**src/ttelc_pkg.sv**
```systemverilog
// ----------------------------------------------------------------------------
// ttelc_pkg: shared types and constants of the tab expander / line counter
// Result kinds, character codes, register indexes and field widths.
// ----------------------------------------------------------------------------
package ttelc_pkg;

   localparam int BYTE_W        = 8;
   localparam int TAB_W         = 4;
   localparam int COL_W         = 10;
   localparam int KIND_W        = 2;
   localparam int LINE_TOTAL_W  = 24;
   localparam int CSR_INDEX_W   = 1;
   localparam int CSR_DATA_W    = 10;
   localparam int DIV_CNT_W     = 4;

   typedef logic [KIND_W-1:0] kind_type;
   typedef logic [BYTE_W-1:0] byte_type;
   typedef logic [COL_W-1:0]  col_type;
   typedef logic [TAB_W-1:0]  tab_type;

   localparam kind_type KIND_CHAR    = 2'd0;
   localparam kind_type KIND_EOL     = 2'd1;
   localparam kind_type KIND_SUMMARY = 2'd2;

   localparam byte_type CH_NUL   = 8'h00;
   localparam byte_type CH_TAB   = 8'h09;
   localparam byte_type CH_LF    = 8'h0A;
   localparam byte_type CH_CR    = 8'h0D;
   localparam byte_type CH_SPACE = 8'h20;

   localparam tab_type TAB_MAX        = 4'd9;
   localparam tab_type TAB_SIZE_RESET = 4'd8;
   localparam col_type MAX_WIDTH_RESET = 10'd272;

   localparam logic [CSR_INDEX_W-1:0] CSR_TAB_SIZE  = 1'd0;
   localparam logic [CSR_INDEX_W-1:0] CSR_MAX_WIDTH = 1'd1;

endpackage

```
**src/text_tab_expander_line_counter_top.sv**
```systemverilog
// ----------------------------------------------------------------------------
// text_tab_expander_line_counter_top: tab expander and line counter
// Streams text bytes in, expanded characters, line ends and a summary out.
// ----------------------------------------------------------------------------
// Usage:
//   req_*  : one text byte per beat, req_end_of_text on the final byte.
//   rsp_*  : result beats; rsp_kind tells a character, a line end with its
//            clamped width, or the end-of-text summary. rsp_last marks the
//            last beat caused by one request beat; a byte may cause none.
//   csr_*  : write tab_size (index 0) or max_width (index 1) while idle.
// Timing:
//   An ordinary byte passes decode, character and post back to idle; its
//   result is registered the cycle after it is formed. A tab (nonzero tab
//   size) runs a 10-step remainder of column by tab size through one shared
//   compare/subtract unit, then emits one space per cycle while the output
//   register is free. A CR or LF passes decode, line end and post; the LF
//   of a CR LF pair skips line end. The final byte adds an open line's end
//   and the summary. One byte at a time: req_ready is high only in idle.
// Reset:
//   Synchronous, active high; clears the line state and counters and loads
//   tab size 8 and maximum width 272. No clearing pass is needed.
// Stall:
//   A result beat waits in the output register; the sequencer holds until
//   that register is free, so nothing is lost when rsp_ready is low.
// ----------------------------------------------------------------------------
module text_tab_expander_line_counter_top
   import ttelc_pkg::*;
#(
   parameter int COUNT_BITS = 24
) (
   input  logic                   clock,
   input  logic                   reset,
   input  logic                   req_valid,
   output logic                   req_ready,
   input  logic [BYTE_W-1:0]      req_text_byte,
   input  logic                   req_end_of_text,
   output logic                   rsp_valid,
   input  logic                   rsp_ready,
   output logic [KIND_W-1:0]      rsp_kind,
   output logic [BYTE_W-1:0]      rsp_out_char,
   output logic [COL_W-1:0]       rsp_line_width,
   output logic [LINE_TOTAL_W-1:0] rsp_line_total,
   output logic [COL_W-1:0]       rsp_widest_line,
   output logic                   rsp_last,
   input  logic                   csr_we,
   input  logic [CSR_INDEX_W-1:0] csr_index,
   input  logic [CSR_DATA_W-1:0]  csr_wdata
);

   localparam logic [2:0] S_IDLE   = 3'd0;
   localparam logic [2:0] S_DECODE = 3'd1;
   localparam logic [2:0] S_DIV    = 3'd2;
   localparam logic [2:0] S_TAB    = 3'd3;
   localparam logic [2:0] S_CHAR   = 3'd4;
   localparam logic [2:0] S_POST   = 3'd5;
   localparam logic [2:0] S_EOL    = 3'd6;
   localparam logic [2:0] S_SUM    = 3'd7;

   localparam logic [DIV_CNT_W-1:0] DIV_TOP = DIV_CNT_W'(COL_W - 1);

   logic [2:0]            state_ff, state_in;
   tab_type               tab_size_ff, tab_size_in;
   col_type               max_width_ff, max_width_in;
   col_type               column_ff, column_in;
   logic                  after_cr_ff, after_cr_in;
   logic                  line_open_ff, line_open_in;
   logic [COUNT_BITS-1:0] line_count_ff, line_count_in;
   col_type               max_columns_ff, max_columns_in;
   byte_type              byte_ff, byte_in;
   logic                  eot_ff, eot_in;
   logic [DIV_CNT_W-1:0]  div_cnt_ff, div_cnt_in;
   tab_type               rem_ff, rem_in;
   tab_type               k_ff, k_in;

   logic                  rsp_valid_ff, rsp_valid_in;
   kind_type              rsp_kind_ff, rsp_kind_in;
   byte_type              rsp_char_ff, rsp_char_in;
   col_type               rsp_width_ff, rsp_width_in;
   logic [LINE_TOTAL_W-1:0] rsp_total_ff, rsp_total_in;
   col_type               rsp_widest_ff, rsp_widest_in;
   logic                  rsp_last_ff, rsp_last_in;

   tab_type               ts_eff;
   logic                  slot_free;
   logic                  room;
   col_type               clamp_w;
   logic [COUNT_BITS-1:0] count_inc;
   col_type               widest_inc;
   logic [TAB_W:0]        div_r, div_ts, div_sub;
   tab_type               rem_next;
   logic                  emit;
   kind_type              e_kind;
   byte_type              e_char;
   col_type               e_width;
   logic                  e_last;
   logic [COUNT_BITS-1:0] e_count;
   col_type               e_widest;
   logic [LINE_TOTAL_W-1:0] e_total;

   assign ts_eff     = (tab_size_ff > TAB_MAX) ? TAB_MAX : tab_size_ff;
   assign slot_free  = !rsp_valid_ff || rsp_ready;
   assign room       = column_ff < max_width_ff;
   assign clamp_w    = room ? column_ff : max_width_ff;
   assign count_inc  = (line_count_ff == {COUNT_BITS{1'b1}}) ? line_count_ff
                                                               : line_count_ff + 1'b1;
   assign widest_inc = (clamp_w > max_columns_ff) ? clamp_w : max_columns_ff;

   // one restoring remainder step per cycle, column MSB first
   assign div_r    = {rem_ff, column_ff[div_cnt_ff]};
   assign div_ts   = {1'b0, ts_eff};
   assign div_sub  = div_r - div_ts;
   assign rem_next = (div_r >= div_ts) ? div_sub[TAB_W-1:0] : div_r[TAB_W-1:0];

   generate
      if (COUNT_BITS >= LINE_TOTAL_W) begin : g_total_trunc
         assign e_total = e_count[LINE_TOTAL_W-1:0];
      end else begin : g_total_ext
         assign e_total = {{(LINE_TOTAL_W-COUNT_BITS){1'b0}}, e_count};
      end
   endgenerate

   always_comb begin
      state_in       = state_ff;
      tab_size_in    = tab_size_ff;
      max_width_in   = max_width_ff;
      column_in      = column_ff;
      after_cr_in    = after_cr_ff;
      line_open_in   = line_open_ff;
      line_count_in  = line_count_ff;
      max_columns_in = max_columns_ff;
      byte_in        = byte_ff;
      eot_in         = eot_ff;
      div_cnt_in     = div_cnt_ff;
      rem_in         = rem_ff;
      k_in           = k_ff;
      emit           = 1'b0;
      e_kind         = KIND_CHAR;
      e_char         = '0;
      e_width        = '0;
      e_last         = 1'b0;
      e_count        = line_count_ff;
      e_widest       = max_columns_ff;
      req_ready      = (state_ff == S_IDLE);

      if (csr_we) begin
         case (csr_index)
            CSR_TAB_SIZE:  tab_size_in  = csr_wdata[TAB_W-1:0];
            CSR_MAX_WIDTH: max_width_in = csr_wdata[COL_W-1:0];
            default: ;
         endcase
      end

      case (state_ff)
         S_IDLE: begin
            if (req_valid) begin
               byte_in  = req_text_byte;
               eot_in   = req_end_of_text;
               state_in = S_DECODE;
            end
         end
         S_DECODE: begin
            if (after_cr_ff && byte_ff == CH_LF) begin
               // LF of a CR LF pair: no result, no new line
               after_cr_in = 1'b0;
               state_in    = S_POST;
            end else if (byte_ff == CH_CR || byte_ff == CH_LF) begin
               after_cr_in = (byte_ff == CH_CR);
               state_in    = S_EOL;
            end else begin
               after_cr_in  = 1'b0;
               line_open_in = 1'b1;
               if (byte_ff == CH_TAB && ts_eff != '0) begin
                  div_cnt_in = DIV_TOP;
                  rem_in     = '0;
                  state_in   = S_DIV;
               end else begin
                  state_in = S_CHAR;
               end
            end
         end
         S_DIV: begin
            rem_in     = rem_next;
            div_cnt_in = div_cnt_ff - 1'b1;
            if (div_cnt_ff == '0) begin
               k_in     = ts_eff - rem_next;
               state_in = S_TAB;
            end
         end
         S_TAB: begin
            if (k_ff == '0 || !room) begin
               state_in = S_POST;
            end else if (slot_free) begin
               emit      = 1'b1;
               e_char    = CH_SPACE;
               e_last    = !eot_ff && (k_ff == 4'd1 || column_ff + 1'b1 >= max_width_ff);
               column_in = column_ff + 1'b1;
               k_in      = k_ff - 1'b1;
            end
         end
         S_CHAR: begin
            if (!room) begin
               state_in = S_POST;
            end else if (slot_free) begin
               emit      = 1'b1;
               e_char    = (byte_ff == CH_NUL) ? CH_SPACE : byte_ff;
               e_last    = !eot_ff;
               column_in = column_ff + 1'b1;
               state_in  = S_POST;
            end
         end
         S_POST: begin
            if (!eot_ff) begin
               state_in = S_IDLE;
            end else if (line_open_ff) begin
               state_in = S_EOL;
            end else begin
               state_in = S_SUM;
            end
         end
         S_EOL: begin
            if (slot_free) begin
               emit           = 1'b1;
               e_kind         = KIND_EOL;
               e_width        = clamp_w;
               e_last         = !eot_ff;
               e_count        = count_inc;
               e_widest       = widest_inc;
               line_count_in  = count_inc;
               max_columns_in = widest_inc;
               column_in      = '0;
               line_open_in   = 1'b0;
               state_in       = S_POST;
            end
         end
         S_SUM: begin
            if (slot_free) begin
               emit           = 1'b1;
               e_kind         = KIND_SUMMARY;
               e_last         = 1'b1;
               // start over for the next text
               column_in      = '0;
               after_cr_in    = 1'b0;
               line_open_in   = 1'b0;
               line_count_in  = '0;
               max_columns_in = '0;
               state_in       = S_IDLE;
            end
         end
         default: state_in = S_IDLE;
      endcase
   end

   always_comb begin
      rsp_valid_in  = rsp_valid_ff && !rsp_ready;
      rsp_kind_in   = rsp_kind_ff;
      rsp_char_in   = rsp_char_ff;
      rsp_width_in  = rsp_width_ff;
      rsp_total_in  = rsp_total_ff;
      rsp_widest_in = rsp_widest_ff;
      rsp_last_in   = rsp_last_ff;
      if (emit) begin
         rsp_valid_in  = 1'b1;
         rsp_kind_in   = e_kind;
         rsp_char_in   = e_char;
         rsp_width_in  = e_width;
         rsp_total_in  = e_total;
         rsp_widest_in = e_widest;
         rsp_last_in   = e_last;
      end
   end

   always_ff @(posedge clock) begin
      if (reset) begin
         state_ff       <= S_IDLE;
         tab_size_ff    <= TAB_SIZE_RESET;
         max_width_ff   <= MAX_WIDTH_RESET;
         column_ff      <= '0;
         after_cr_ff    <= 1'b0;
         line_open_ff   <= 1'b0;
         line_count_ff  <= '0;
         max_columns_ff <= '0;
         rsp_valid_ff   <= 1'b0;
      end else begin
         state_ff       <= state_in;
         tab_size_ff    <= tab_size_in;
         max_width_ff   <= max_width_in;
         column_ff      <= column_in;
         after_cr_ff    <= after_cr_in;
         line_open_ff   <= line_open_in;
         line_count_ff  <= line_count_in;
         max_columns_ff <= max_columns_in;
         rsp_valid_ff   <= rsp_valid_in;
      end
   end

   always_ff @(posedge clock) begin
      byte_ff       <= byte_in;
      eot_ff        <= eot_in;
      div_cnt_ff    <= div_cnt_in;
      rem_ff        <= rem_in;
      k_ff          <= k_in;
      rsp_kind_ff   <= rsp_kind_in;
      rsp_char_ff   <= rsp_char_in;
      rsp_width_ff  <= rsp_width_in;
      rsp_total_ff  <= rsp_total_in;
      rsp_widest_ff <= rsp_widest_in;
      rsp_last_ff   <= rsp_last_in;
   end

   assign rsp_valid       = rsp_valid_ff;
   assign rsp_kind        = rsp_kind_ff;
   assign rsp_out_char    = rsp_char_ff;
   assign rsp_line_width  = rsp_width_ff;
   assign rsp_line_total  = rsp_total_ff;
   assign rsp_widest_line = rsp_widest_ff;
   assign rsp_last        = rsp_last_ff;

endmodule

```
**config.mk**
```make
export PLATFORM = sky130hd
export DESIGN_NAME = text_tab_expander_line_counter_top
export DESIGN_NICKNAME = d
export VERILOG_FILES = /design/src/ttelc_pkg.sv /design/src/text_tab_expander_line_counter_top.sv
export SDC_FILE = /design/constraint.sdc
export NUM_CORES = 1
export LEC_CHECK = 0
export ABC_AREA = 0
export BUFFER_PORTS_ARGS = -buffer_cell sky130_fd_sc_hd__buf_2
export CORE_UTILIZATION = 44
export CTS_CLUSTER_DIAMETER = 120
export DETAILED_ROUTE_END_ITERATION = 6
export PLACE_DENSITY = 0.66
export SETUP_SLACK_MARGIN = 0.4
export SLEW_MARGIN = 20
export SYNTH_ARGS = -nofsm -noshare
export SYNTH_HDL_FRONTEND = slang
export SYNTH_SLANG_ARGS = --single-unit
```
**constraint.sdc**
```tcl
create_clock -name clock -period 11.7 [get_ports clock]
set_clock_uncertainty 0.2 [all_clocks]
set_input_delay 0 -clock clock [delete_from_list [all_inputs] [get_ports clock]]
set_output_delay 0 -clock clock [all_outputs]
set_load 0.02 [all_outputs]
```
# Yosys cells after proc, flatten, opt, wreduce, memory -nomap -nowiden
# Index checks and enable logic that the tools add are counted.
# W data, S select, Z words.
# op_classes
n_addsub	6
n_lt_le_gt_ge	6
n_eq_ne	23
muxes	69
n_bitwise	1
n_reduce_logical	35
# ops
operator	n
$mux W24	4
$mux W10	8
$pmux W24 S2	1
$mux W4	11
$mux W3	10
$pmux W10 S3	1
$add A24 B1 Y24 const B	1
$eq A24 B24 Y1 const B	1
$eq A8 B4 Y1 const B	3
$mux W8	3
$pmux W3 S8	1
$pmux W4 S2	3
$ne A2 B2 Y1 const B	10
$pmux W10 S2	1
$reduce_and A4 Y1	5
$mux W1	16
$pmux W8 S2	1
$eq A3 B3 Y1 const B	4
$mux W6	2
$reduce_and A2 Y1	6
$add A10 B1 Y10 const B	1
$ge A10 B10 Y1	1
$gt A10 B10 Y1	1
$lt A10 B10 Y1	1
26 further kinds	44
# word_totals
reg_bits	140
inputBits	25
output_inout_bits	57

# Depth between registers and ports, before layout
# depth
word_depth	8
depth_mapped	17
depth_no_buf	15

# Worst setup path after synthesis
# Ideal clock, no wire load.
# synth_timing
path_type	register to register
from	register max_width_ff[9]
to	register rsp_widest_ff[0] (netlist: rsp_widest_line[0]) (data pin)
setup_ps	268
arrival_ps	3287
required_ps	11232
setup_slack_ps	7945
stages_incl_launch_ff	18
cell_sequence	dfxtp_1 -> inv_1 -> ha_1 -> a21oi_1 -> o21ai_0 -> nor3_4 -> buf_2 -> nor2_1 -> a21oi_1 -> inv_1 -> ha_1 -> a21oi_1 -> o21ai_0 -> a2111oi_0 -> nor3b_2 -> buf_2 -> nor2_1 -> a21oi_1
# synth_between
elab_chain_len	6
# synth_rtl
element	line	text
start: declaration	text_tab_expander_line_counter_top.sv:63	col_type max_width_ff, max_width_in;
start signal: assignment	text_tab_expander_line_counter_top.sv:286	max_width_ff <= max_width_in;
$lt A10 B10 Y1	text_tab_expander_line_counter_top.sv:102	assign room = column_ff < max_width_ff;
$mux W10	text_tab_expander_line_counter_top.sv:103	assign clamp_w = room ? column_ff : max_width_ff;
via clamp_w[3]	text_tab_expander_line_counter_top.sv:86	col_type clamp_w;
$gt A10 B10 Y1	text_tab_expander_line_counter_top.sv:106	assign widest_inc = (clamp_w > max_columns_ff) ? clamp_w : max_columns_ff;
$mux W10	text_tab_expander_line_counter_top.sv:106	
$mux W10	n/a	
$mux W10	text_tab_expander_line_counter_top.sv:153	case (state_ff)
via e_widest[0]	text_tab_expander_line_counter_top.sv:97	col_type e_widest;
end signal: assignment	text_tab_expander_line_counter_top.sv:306	rsp_widest_ff <= rsp_widest_in;
end: declaration	text_tab_expander_line_counter_top.sv:80	col_type rsp_widest_ff, rsp_widest_in;
# The timed path passes the listed nets, and every way through them passes these cells.
# A chain may end at the register's enable or synchronous reset.

# Final worst setup path
# layout_timing
from	register max_width_ff[7]
to	register max_columns_ff[7]
# layout_between
elab_chain_len	6
# layout_rtl
element	line	text
$lt A10 B10 Y1	text_tab_expander_line_counter_top.sv:102	
$mux W10 (*)	text_tab_expander_line_counter_top.sv:103	
via clamp_w[7]	text_tab_expander_line_counter_top.sv:86	
$gt A10 B10 Y1	text_tab_expander_line_counter_top.sv:106	
$mux W10 (*)	text_tab_expander_line_counter_top.sv:106	
$mux W10 (*)	text_tab_expander_line_counter_top.sv:221	if (slot_free) begin
$pmux W10 S2 (*)	text_tab_expander_line_counter_top.sv:153	
end signal: assignment	text_tab_expander_line_counter_top.sv:291	max_columns_ff <= max_columns_in;
end: declaration	text_tab_expander_line_counter_top.sv:68	col_type max_columns_ff, max_columns_in;
# The timed path passes the listed nets; every way through them passes the cells marked *.

==> impl_results.md <==
- Outcome: finished clean
- Setup TNS: 0 ns
- Peak supply drop: 0.0001058 V
- Clock latency on the worst-skew pair: 0.42 ns
- Crit. End Element: register
- Flop pwr share: 0.440
- CTS tree: done
- Clock root buffer: clkbuf_16
- R2R cell count: 15
- Total Wirelength: 17190 um
- RSZ-0062 raised after global routing: no
- Power share of the clock group: 0.425
- Total grt overflow: 0
- TritonCTS Buffers: 17
- FF+latch area: 3563 sq um
- Pre-antenna DRT Iters: 5
- Mapped Cells: 785
- Place WS: 6.680 ns
- Endpoints failing setup: 0
- Final worst-path cycle share: 0.4153
- Slew Viols, Final: 0
- Die area: 17740 sq um
- R2R setup slack: 6.84 ns
- Area grow syn2layout: 21.23%
- Yosys reg bits: 140
- Clock Sinks: 140
- Largest net degree at the start of global routing: 38
- FP Rows: 47
- DR vias: 6096
- Final-layout fill cell count: 1527
- PD cells: 142.7 nW/um^2
- # nets final: 968
- Post-Syn Area: 7574 sq um
- Die Width: 133.2 um
- Switch share: 0.2538
- CP max stage delay: 0.80 ns
- Internal Power: 0.9779 mW
- Post-synthesis sequential area ratio: 0.4705
- Max Fanout on Critical Path: 26
- Worst-path cell chain: inv_1 -> ha_1 -> a21oi_1 -> o21ai_0 -> nor3_4 -> nor2_1 -> a21oi_1 -> inv_1 -> ha_1 -> a211oi_1 -> nor2_1 -> a2111oi_0 -> nor3b_4 -> nand2b_1 -> o21ai_0
- Startpoint types: register
- CP Class: register to register
- Global-route wire length before repair: 28330 um
- Slew @ Worst Pin: 1.046 ns
- Relative slew slack: 0.3027
- Synth Warn #: 0
- Cell Area, Placed: 8124 sq um
- Crit-path slowest cell: nor3_4
- Asr flop ratio synth: 0
- CP delay by family, top: compound AO/OA/AOI/OAI gates
- HPWL after DPL: 11960 um
- Post-route cell area: 9181 sq um
- Logic pwr share: 0.135
- Syn avg cell area: 9.648 sq um
- P_sw: 0.3326 mW
- Initial Util: 0.4535
- CP Data Arrival Time: 4.94 ns
- # port buffers: 81
- WHS Endpoint: byte_ff[6]
- Maxcap violations: 0
- Share of layout cells above drive strength 1: 0.1645
- Area of the multi-input gates: 3687 sq um
- Crit path required time: 11.78 ns
- Syn_nets: 854
- All-layer global routing usage: 0.2025
- Reg2reg end: max_columns_ff[7]
- Final Util: 0.5497
- Min cycle time layout: 4.859 ns
- Io pins: 82
- Hold Crit Depth: 2
- DR vias/cell: 5.385
- Hold Startpoint: req_text_byte[6]
- Overall power: 1.310 mW
- CTS Buffer Depth: 2
- Routability cong.: 0.8680
- DRC Markers: 0
- Core region area: 16700 sq um
- CTS clk-pin slew, worst paths: 0.06 ns
- Vias in the first global route: 5762
- FMAX: 0.2058 GHz
- Post-route ant nets: 0
- HP Class: input pin to register
- WL/cell: 15.18 um
- Pleak: 3.741 nW
- Final worst slack: 6.841 ns
- Number of diodes: 0
- Die Y-Extent: 133.2 um
- DRT iter0 DRCs: 491
- Antenna violations before repair: 0
- Count of cell types in the netlist: 73
- WP buf/inv: 2
- Post-synth EDFFs: 76
- CTS H-tree depth: 4
- Top FF cell, synth: edfxtp_1
- Final-report hold violation count: 0
- Crit Reg-Reg Startpoint: max_width_ff[7]
-- layout by cell type, fill, tap and decap left out, drive strengths merged, types with 20 or more instances in the layout --
cell and count:
inv 49, clkbuf 20, a21oi 62, dfxtp 64, o21ai 40, dlygate4sd3 44
nand3 35, ha 42, edfxtp 76, buf 83, nor2 80, nand2 87
-- flip-flops by register name (all words and copies together) (netlist names), 2 cells and up --
signal,cells
line_count_ff,24
rsp_line_total,24
column_ff,10
max_columns_ff,10
max_width_ff,10
rsp_line_width,10
rsp_widest_line,10
byte_ff,8
rsp_out_char,8
div_cnt_ff,4
k_ff,4
rem_ff,4
tab_size_ff,4
state_ff,3
rsp_kind,2
-- synthesized netlist by cell type (4+ instances only) --
cell type   n  share of area
a211oi_1    4         0.0040
a21o_1      8         0.0079
a21oi_1    60          0.040
a31oi_1     4         0.0033
and2_1     13          0.011
and3_1      5         0.0041
and3_4      4         0.0059
and4_1      5         0.0058
buf_2      13         0.0086
clkbuf_1   17         0.0084
dfxtp_1    64           0.17
edfxtp_1   76           0.30
ha_1       42          0.069
inv_1      47          0.023
mux2i_1     7         0.0093
nand2_1    87          0.043
nand2b_1   10         0.0083
nand3_1    33          0.022
nand3b_1    6         0.0059
nand4_1    12         0.0099
nand4b_1    5         0.0058
nor2_1     78          0.039
nor2b_1     4         0.0033
nor3_1     15         0.0099
o21a_1      5         0.0050
o21ai_0    39          0.026
o311ai_0    7         0.0081
o31ai_1    14          0.014
or2_2       4         0.0033
or3_1       4         0.0033
xnor2_1    18          0.021
xor2_1     18          0.021
-- how the worst max path moves through the flow --
stage | startpoint | to | cells past startpoint
finish | max_width_ff[7] | max_columns_ff[7] | 15
CTS | max_width_ff[7] | max_columns_ff[7] | 15
floorplan | max_width_ff[9] | rsp_widest_line[0] | 17
global placement | column_ff[7] | max_columns_ff[4] | 14
detailed placement | max_width_ff[7] | max_columns_ff[4] | 15
global route | max_width_ff[7] | max_columns_ff[4] | 15
-- per-layer routing --
layer / wire length [um] / GRT usage
met5: 0 / 0
met4: 212 / 0.06439
met3: 770 / 0.04262
met2: 8181 / 0.3368
met1: 8021 / 0.2635
-- worst register-to-register path, delay by kind of cell (launching register included) --
kind / cells / cell delay (ns)
adders and majority gates: 2 / 0.64
buffers and inverters: 2 / 0.18
AOI/OAI and AO/OA: 6 / 1.76
and+or+nand+nor: 5 / 1.58
DFF: 1 / 0.35
-- area by class of cell --
cell class                      instances  area share
Multi-Input combinational cell        564      0.4016
Sequential cell                       140      0.3881
Timing Repair Buffer                  127     0.09376
Clock buffer                           20     0.04756
Tap cell                              220     0.02998
Inverter                               49     0.02031
Clock inverter                         12     0.01867
-- through the flow --
stage,hold slack (ns),cells
2_1_floorplan,-0.1011,785
3_3_place_gp,-0.02275,1056
3_5_place_dp,-0.02051,1056
4_1_cts,0.08183,1132
5_1_grt,0.09440,1132
6_report,0.09260,1132
-- kinds of logic (layout without fill, tap and decap cells) --
family                   count (synthesis)  count (layout)  share of synthesized area
AO/OA/AOI/OAI                          169             169                     0.1431
XOR/XNOR                                36              36                    0.04163
adder cells (fa/ha/maj)                 44              44                    0.07467
buffers and inverters                   81             208                    0.04411
flip-flops                             140             140                     0.4705
multiplexers                            12              12                    0.02016
AND/OR/NAND/NOR                        303             303                     0.2058
-- repair_timing --
item / in CTS / in global routing
setup endpoints to repair: 0 / 0
endpoints found under the hold margin: 42 / 0
hold buffers: 44 / 0
setup buffers: 0 / 0
gates resized for setup: 0 / 0
-- power by group through the flow --
stage	Combinational, mW	Sequential [mW]	Clock, mW
6_report	0.177	0.576	0.557
5_1_grt	0.197	0.580	0.586
4_1_cts	0.178	0.576	0.566
3_5_place_dp	0.166	0.586	0
3_3_place_gp	0.164	0.585	0
2_1_floorplan	0.102	0.602	0
Note: power is estimated with default switching activity, not from simulation.
